--- config.mk ---
export PLATFORM = sky130hd
export DESIGN_NAME = config_text_tokenizer
export DESIGN_NICKNAME = d
export VERILOG_FILES = /design/src/rtl/ctt_pkg.sv /design/src/rtl/ctt_lexer.sv /design/src/rtl/ctt_queue.sv /design/src/rtl/config_text_tokenizer.sv
export SDC_FILE = /design/constraint.sdc
export NUM_CORES = 1
export LEC_CHECK = 0
export BUFFER_PORTS_ARGS = -buffer_cell sky130_fd_sc_hd__clkbuf_2
export CAP_MARGIN = 20
export CORE_AREA = 3 3 175 177
export CTS_CLUSTER_DIAMETER = 120
export CTS_CLUSTER_SIZE = 14
export DETAILED_ROUTE_END_ITERATION = 10
export DIE_AREA = 0 0 178 180
export PLACE_DENSITY = 0.83
export SKIP_CTS_REPAIR_TIMING = 1
export SYNTH_ARGS = -nofsm -noshare
export SYNTH_HDL_FRONTEND = slang
export SYNTH_SLANG_ARGS = --single-unit
export TNS_END_PERCENT = 5
--- constraint.sdc ---
create_clock -name clk -period 5.91 [get_ports clk]
set_clock_uncertainty 0.15 [all_clocks]
set_input_delay 0.8865 -clock clk [delete_from_list [all_inputs] [get_ports clk]]
set_output_delay 0.8865 -clock clk [all_outputs]
set_load 0.03 [all_outputs]
--- src/rtl/ctt_pkg.sv ---
// Shared types and constants for the configuration text tokenizer.
`default_nettype none
package ctt_pkg;

  typedef enum logic [1:0] {
    MODE_IDLE = 2'd0,
    MODE_ATOM = 2'd1,
    MODE_INT  = 2'd2,
    MODE_STR  = 2'd3
  } mode_t;

  localparam logic [2:0] KIND_EOF  = 3'd0;
  localparam logic [2:0] KIND_ATOM = 3'd1;
  localparam logic [2:0] KIND_INT  = 3'd2;
  localparam logic [2:0] KIND_EQ   = 3'd3;
  localparam logic [2:0] KIND_STR  = 3'd4;
  localparam logic [2:0] KIND_BAD  = 3'd5;

  localparam logic [7:0] CHAR_EQUALS     = 8'h3D;
  localparam logic [7:0] CHAR_QUOTE      = 8'h22;
  localparam logic [7:0] CHAR_UNDERSCORE = 8'h5F;
  localparam logic [7:0] CHAR_DASH       = 8'h2D;
  localparam logic [7:0] CHAR_ZERO       = 8'h30;
  localparam logic [7:0] CHAR_NINE       = 8'h39;
  localparam logic [7:0] CHAR_SPACE      = 8'h20;
  localparam logic [7:0] CHAR_TAB        = 8'h09;
  localparam logic [7:0] CHAR_CR         = 8'h0D;
  localparam logic [7:0] CHAR_UPPER_A    = 8'h41;
  localparam logic [7:0] CHAR_UPPER_Z    = 8'h5A;
  localparam logic [7:0] CHAR_LOWER_A    = 8'h61;
  localparam logic [7:0] CHAR_LOWER_Z    = 8'h7A;

  localparam int QUEUE_DEPTH = 4;
  localparam int PTR_BITS    = $clog2(QUEUE_DEPTH);
  localparam int LEVEL_BITS  = $clog2(QUEUE_DEPTH + 1);

  typedef struct packed {
    logic [7:0] data_byte;
    logic       is_end;
  } in_item_t;

  typedef struct packed {
    logic [2:0]  token_kind;
    logic [15:0] token_start;
    logic [15:0] token_length;
    logic [31:0] integer_value;
    logic [7:0]  bad_byte;
    logic        last_of_run;
  } out_item_t;

  typedef struct packed {
    logic [1:0] count;
    out_item_t  first;
    out_item_t  second;
  } push_t;

endpackage
`default_nettype wire

--- src/rtl/ctt_lexer.sv ---
// Lexer state registers and the per-byte token decision logic.
`default_nettype none
module ctt_lexer #(
  parameter int OFFSET_BITS = 16
) (
  input  wire logic             clk,
  input  wire logic             rst,
  input  wire logic             accept,
  input  wire ctt_pkg::in_item_t item,
  output ctt_pkg::push_t        push
);
  import ctt_pkg::*;

  localparam logic [OFFSET_BITS-1:0] POS_MAX = '1;

  mode_t                  mode, mode_next, fresh_mode;
  logic [OFFSET_BITS-1:0] position, position_next;
  logic [OFFSET_BITS-1:0] token_begin, token_begin_next, fresh_begin;
  logic [31:0]            acc, acc_next, fresh_acc;
  logic [OFFSET_BITS-1:0] pos_inc, body_len;
  logic [OFFSET_BITS+15:0] start_ext, len_ext;
  logic [7:0]             c;
  logic [31:0]            digit_val;
  logic                   letter, digit, space, cont, flush, relex, fresh_emit;
  out_item_t              pend, fresh, eof_item;

  always_comb begin
    c         = item.data_byte;
    letter    = ((c >= CHAR_UPPER_A) && (c <= CHAR_UPPER_Z)) ||
                ((c >= CHAR_LOWER_A) && (c <= CHAR_LOWER_Z));
    digit     = (c >= CHAR_ZERO) && (c <= CHAR_NINE);
    space     = (c == CHAR_SPACE) || ((c >= CHAR_TAB) && (c <= CHAR_CR));
    cont      = letter || digit || (c == CHAR_UNDERSCORE) || (c == CHAR_DASH);
    digit_val = {24'b0, c - CHAR_ZERO};
    pos_inc   = (position == POS_MAX) ? position : position + 1'b1;
    body_len  = position - token_begin;
    start_ext = {16'b0, token_begin};
    len_ext   = {16'b0, body_len};

    pend = '0;
    unique case (mode)
      MODE_ATOM: begin
        pend.token_kind   = KIND_ATOM;
        pend.token_start  = start_ext[15:0];
        pend.token_length = len_ext[15:0];
      end
      MODE_INT: begin
        pend.token_kind    = KIND_INT;
        pend.integer_value = acc;
      end
      MODE_STR: begin
        pend.token_kind   = KIND_STR;
        pend.token_start  = start_ext[15:0];
        pend.token_length = len_ext[15:0];
      end
      default: pend = '0;
    endcase

    eof_item             = '0;
    eof_item.token_kind  = KIND_EOF;
    eof_item.last_of_run = 1'b1;

    fresh       = '0;
    fresh_emit  = 1'b0;
    fresh_mode  = MODE_IDLE;
    fresh_begin = token_begin;
    fresh_acc   = acc;
    if (space) begin
      fresh_mode = MODE_IDLE;
    end else if (letter) begin
      fresh_mode  = MODE_ATOM;
      fresh_begin = position;
    end else if (digit) begin
      fresh_mode = MODE_INT;
      fresh_acc  = digit_val;
    end else if (c == CHAR_EQUALS) begin
      fresh_emit       = 1'b1;
      fresh.token_kind = KIND_EQ;
    end else if (c == CHAR_QUOTE) begin
      fresh_mode  = MODE_STR;
      fresh_begin = pos_inc;
    end else begin
      fresh_emit       = 1'b1;
      fresh.token_kind = KIND_BAD;
      fresh.bad_byte   = c;
    end
    fresh.last_of_run = 1'b1;

    push             = '0;
    mode_next        = mode;
    position_next    = position;
    token_begin_next = token_begin;
    acc_next         = acc;
    flush            = 1'b0;
    relex            = 1'b0;

    if (item.is_end) begin
      mode_next = MODE_IDLE;
      if (mode != MODE_IDLE) begin
        push.count  = 2'd2;
        push.first  = pend;
        push.second = eof_item;
      end else begin
        push.count = 2'd1;
        push.first = eof_item;
      end
    end else begin
      position_next = pos_inc;
      unique case (mode)
        MODE_ATOM: flush = !cont;
        MODE_INT: begin
          flush = !digit;
          if (digit) begin
            acc_next = (acc << 3) + (acc << 1) + digit_val;
          end
        end
        MODE_STR: begin
          if (c == CHAR_QUOTE) begin
            mode_next              = MODE_IDLE;
            push.count             = 2'd1;
            push.first             = pend;
            push.first.last_of_run = 1'b1;
          end
        end
        default: relex = 1'b1;
      endcase

      if (flush || relex) begin
        mode_next        = fresh_mode;
        token_begin_next = fresh_begin;
        acc_next         = fresh_acc;
      end

      if (flush && fresh_emit) begin
        push.count  = 2'd2;
        push.first  = pend;
        push.second = fresh;
      end else if (flush) begin
        push.count             = 2'd1;
        push.first             = pend;
        push.first.last_of_run = 1'b1;
      end else if (relex && fresh_emit) begin
        push.count = 2'd1;
        push.first = fresh;
      end
    end
  end

  always_ff @(posedge clk) begin
    if (rst) begin
      mode        <= MODE_IDLE;
      position    <= '0;
      token_begin <= '0;
      acc         <= '0;
    end else if (accept) begin
      mode        <= mode_next;
      position    <= position_next;
      token_begin <= token_begin_next;
      acc         <= acc_next;
    end
  end

endmodule
`default_nettype wire

--- src/rtl/ctt_queue.sv ---
// Result queue that takes up to two tokens per cycle and hands out one.
`default_nettype none
module ctt_queue (
  input  wire logic             clk,
  input  wire logic             rst,
  input  wire logic             write_en,
  input  wire ctt_pkg::push_t   push,
  input  wire logic             read_en,
  output ctt_pkg::out_item_t    head,
  output logic [ctt_pkg::LEVEL_BITS-1:0] level
);
  import ctt_pkg::*;

  out_item_t             slots [QUEUE_DEPTH];
  logic [PTR_BITS-1:0]   wr_ptr, wr_ptr_next, rd_ptr, rd_ptr_next, wr_ptr_plus;
  logic [LEVEL_BITS-1:0] level_next, push_n, pop_n;

  always_comb begin
    push_n      = write_en ? LEVEL_BITS'(push.count) : '0;
    pop_n       = read_en ? LEVEL_BITS'(1) : '0;
    wr_ptr_plus = PTR_BITS'(wr_ptr + 1'b1);
    wr_ptr_next = PTR_BITS'(wr_ptr + push_n[PTR_BITS-1:0]);
    rd_ptr_next = PTR_BITS'(rd_ptr + pop_n[PTR_BITS-1:0]);
    level_next  = LEVEL_BITS'(level + push_n - pop_n);
    head        = slots[rd_ptr];
  end

  always_ff @(posedge clk) begin
    if (rst) begin
      wr_ptr <= '0;
      rd_ptr <= '0;
      level  <= '0;
    end else begin
      wr_ptr <= wr_ptr_next;
      rd_ptr <= rd_ptr_next;
      level  <= level_next;
    end
  end

  always_ff @(posedge clk) begin
    if (write_en && (push.count != 2'd0)) begin
      slots[wr_ptr] <= push.first;
    end
    if (write_en && (push.count == 2'd2)) begin
      slots[wr_ptr_plus] <= push.second;
    end
  end

endmodule
`default_nettype wire

--- src/rtl/config_text_tokenizer.sv ---
// Top level of the configuration text tokenizer: lexer and result queue.
// Each token is registered in the result queue when its byte is transferred.
// Throughput: one byte per cycle when not stalled; a byte's two tokens leave singly.
// The four-entry result queue stalls input while it holds three or more tokens.
// Reset clears the lexer state, the position and the queue; no clearing pass is needed.
`default_nettype none
module config_text_tokenizer #(
  parameter int OFFSET_BITS = 16
) (
  input  wire logic               clk,
  input  wire logic               rst,
  input  wire logic               byte_valid,
  output logic                    byte_stall,
  input  wire ctt_pkg::in_item_t  byte_item,
  output logic                    token_valid,
  input  wire logic               token_stall,
  output ctt_pkg::out_item_t      token_item
);
  import ctt_pkg::*;

  push_t                 push;
  logic                  byte_accept, token_accept;
  logic [LEVEL_BITS-1:0] level;

  assign byte_stall   = level > LEVEL_BITS'(QUEUE_DEPTH - 2);
  assign byte_accept  = byte_valid && !byte_stall;
  assign token_valid  = level != '0;
  assign token_accept = token_valid && !token_stall;

  ctt_lexer #(
    .OFFSET_BITS(OFFSET_BITS)
  ) u_lexer (
    .clk   (clk),
    .rst   (rst),
    .accept(byte_accept),
    .item  (byte_item),
    .push  (push)
  );

  ctt_queue u_queue (
    .clk     (clk),
    .rst     (rst),
    .write_en(byte_accept),
    .push    (push),
    .read_en (token_accept),
    .head    (token_item),
    .level   (level)
  );

  a_level_bound: assert property (@(posedge clk) disable iff (rst)
    level <= LEVEL_BITS'(QUEUE_DEPTH))
    else $error("result queue level exceeds its depth");

  a_reset_empty: assert property (@(posedge clk)
    rst |=> (level == '0))
    else $error("result queue not empty after reset");

  a_end_emits: assert property (@(posedge clk) disable iff (rst)
    (byte_accept && byte_item.is_end) |-> (push.count != 2'd0))
    else $error("end transfer produced no token");

  a_pair_last: assert property (@(posedge clk) disable iff (rst)
    (push.count == 2'd2) |-> (!push.first.last_of_run && push.second.last_of_run))
    else $error("last_of_run misplaced in a token pair");

endmodule
`default_nettype wire
==> impl_metrics.tcl <==
set metrics [dict create \
    status "complete, no violations" \
    p_clk_share_pct 32.5 \
    relSlewSlack_pct 28.6 \
    drive_gt1_share_pct 15.0 \
    setup_violations 0 \
    cts-htree-levels 1 \
    yosys-top-cells-count "dfxtp_1 (329), a22o_1 (211), nor2_1 (139), nand2_1 (102), ha_1 (86)" \
    row_count 63 \
    path_cells "clkbuf_2, ha_1, o211ai_1, a31oi_1, o22ai_1, a21oi_1, nand4b_1, a21o_1, o21a_2, inv_1" \
    path_class "in2reg" \
    synth.most_common_cell "dfxtp_1" \
    avgSynthCellArea_um2 10.8 \
    cts_buffers 30 \
    drt_iter0_drc 1102 \
    netlist.area_leader.share_pct 36.4 \
    worst_pin_slew_ns 1.07 \
    hp-class "reg2reg" \
    max_freq_ghz 0.231 \
    setup_ws_ns 1.59 \
    power.share.sequential_pct 50.2 \
    swShare_pct 29.3 \
    die-area_mm2 0.0320 \
    synth_edf_count 48 \
    rsz0062_at_grt "no" \
    clk_pin_slew_ns 0.06 \
    start_kind "input pin" \
    seq_area_frac_synth_pct 44.4 \
    nets 1824 \
    drc 0 \
    hpwl_mm 31.0 \
    power_density_mw_per_mm2 283 \
    p_leak_nw 7.64 \
    grt_max_degree 64 \
    fin_tns_setup_ns 0 \
    r2r_slack_ns 1.88 \
    pre_cts_ws_ns 1.06 \
    hold-worst-slack_ns 0.303 \
    antenna_found_initial 0 \
    yosysTopAreaCell "dfxtp_1" \
    synth.area.top_cells "dfxtp_1 (36%), a22o_1 (10%), mux4_2 (9.5%)" \
    vias 14100 \
    grt_pass1_vias 13800 \
    switchingPower_w 0.00162 \
    cpMaxStageDelayCell "nand4b_1" \
    ir_drop_mv 0.246 \
    globalplace.congestion 0.927 \
    port_buffers 90 \
    vias_per_cell 6.68 \
    crit_path_max_fanout 28 \
    die_w_um 178 \
    root_buffer "clkbuf_16" \
    async_reset_ff_share_pct 0 \
    clock_sinks 377 \
    die_y_um 180 \
    layout_min_cycle_time_ns 4.32 \
    initial_core_util_pct 61.5 \
    cp.arrival_ns 4.38 \
    synth-seq-cells 377 \
    n_antenna_cell 0 \
    syn_to_final_growth_pct 8.05 \
    path_delay_family "compound AO/OA/AOI/OAI gates" \
    wire_per_inst_um 22.2 \
    netlist_instances 1677 \
    clock_latency_ns 0.57 \
    grt_pass1_wl_mm 74.3 \
    ant_nets 0 \
    period_share_pct 73.2 \
    slew_violations 0 \
    crit_path_end_kind "flop" \
    crit_buf_inv 2 \
    synth.yosys.warnings 0 \
    cts_tree "done" \
    grt.total_usage_pct 28.5 \
    p_int_w 0.00391 \
    maxCapViolCount 0 \
    slowest_delay_ns 0.59 \
    io_pins 91 \
    syn_area_mm2 0.0181 \
    combPwrFrac_pct 17.3 \
    crit_required_ns 5.96 \
    drt-total-wl_mm 46.8 \
    syn-num-nets 1784 \
    dr.pass1.iters 6 \
    finalHoldViolCount 0 \
    yosys_most_used_dff "dfxtp_1" \
    coreArea_mm2 0.0294 \
    ys_types 77 \
    grt-ovfl-total 0 \
    cts.path.max_buffers 3 \
]
## metal layers
metal,routed length (um),global-route usage [%],vias to the layer above
li1,-,-,6408
met1,19100,38.0,6998
met2,22700,47.6,615
met3,3680,4.77,92
met4,1280,8.80,0
met5,0,0,-
## layout make-up
class | count | area, um^2
clock buffers | 36 | 773
well taps | 390 | 488
inverters | 56 | 210
multi-input cells | 1143 | 9380
flip-flops and latches | 377 | 8040
repair buffers | 109 | 633
fillers | 2228 | 9870
clock inverters | 1 | 16.3
## registers in the layout, indices dropped and copies added (netlist names)
signal               cells
u_lexer.acc             32
u_lexer.mode             2
u_lexer.position        16
u_lexer.token_begin     16
u_queue.level            3
u_queue.rd_ptr           2
u_queue.slots          304
u_queue.wr_ptr           2
## path summary, 6_finish.rpt
| kind | to | cells after the start | from |
|---|---|---|---|
| worst max-delay path | u_queue.slots[3][3] | 10 | byte_item[5] |
| worst min-delay path | u_queue.slots[1][63] | 2 | u_queue.slots[1][63] |
| worst max register to register | u_queue.slots[3][3] | 8 | u_lexer.mode[0] |
| worst min register to register | u_queue.slots[1][63] | 2 | u_queue.slots[1][63] |
## cells by family (layout without fill, tap and decap cells)
family	count (synthesis)	count (layout)	share of synthesized area [%]
flops	377	377	44.4
xor+xnor	62	62	3.00
fa+ha+maj	94	94	6.84
compound gates	490	490	20.8
simple gates	411	411	10.9
mux	86	86	10.0
buf+inv	157	202	3.96
## metrics by stage
step | cell area (um^2) | power [W] | cells | util [%]
6_report | 19500 | 0.00552 | 2112 | 66.4
5_1_grt | 19500 | 0.00571 | 2112 | 66.4
4_1_cts | 19500 | 0.00554 | 2110 | 66.3
3_5_place_dp | 18700 | 0.00378 | 2073 | 63.6
3_3_place_gp | 18700 | 0.00376 | 2073 | 63.6
2_1_floorplan | 18100 | 0.00352 | 1677 | -
## power by group through the flow
stage | clock (W) | combinational, W | sequential, W
floorplan | 0 | 0.000778 | 0.00274
global placement | 0 | 0.000933 | 0.00283
detailed placement | 0 | 0.000947 | 0.00283
CTS | 0.00181 | 0.000952 | 0.00278
global route | 0.00190 | 0.00102 | 0.00279
finish | 0.00179 | 0.000957 | 0.00277
## worst reg2reg max path, delay by kind of cell, from the launching register on
kind | cells | cell delay [ns]
buffers and inverters | 2 | 0.63
AND/OR/NAND/NOR | 2 | 1.12
adder cells (fa/ha/maj) | 1 | 0.31
flip-flops | 1 | 0.46
AO/OA/AOI/OAI | 3 | 0.98
## cell usage in the layout (no fill, tap or decap), drive strengths merged, types with 47 or more instances in the layout
master  count
a21oi      86
dfxtp     329
mux4       76
inv        56
nand2     102
edfxtp     48
nor2      148
clkbuf    126
nand3      47
a22o      211
ha         86
(Power assumes the default switching activity.)
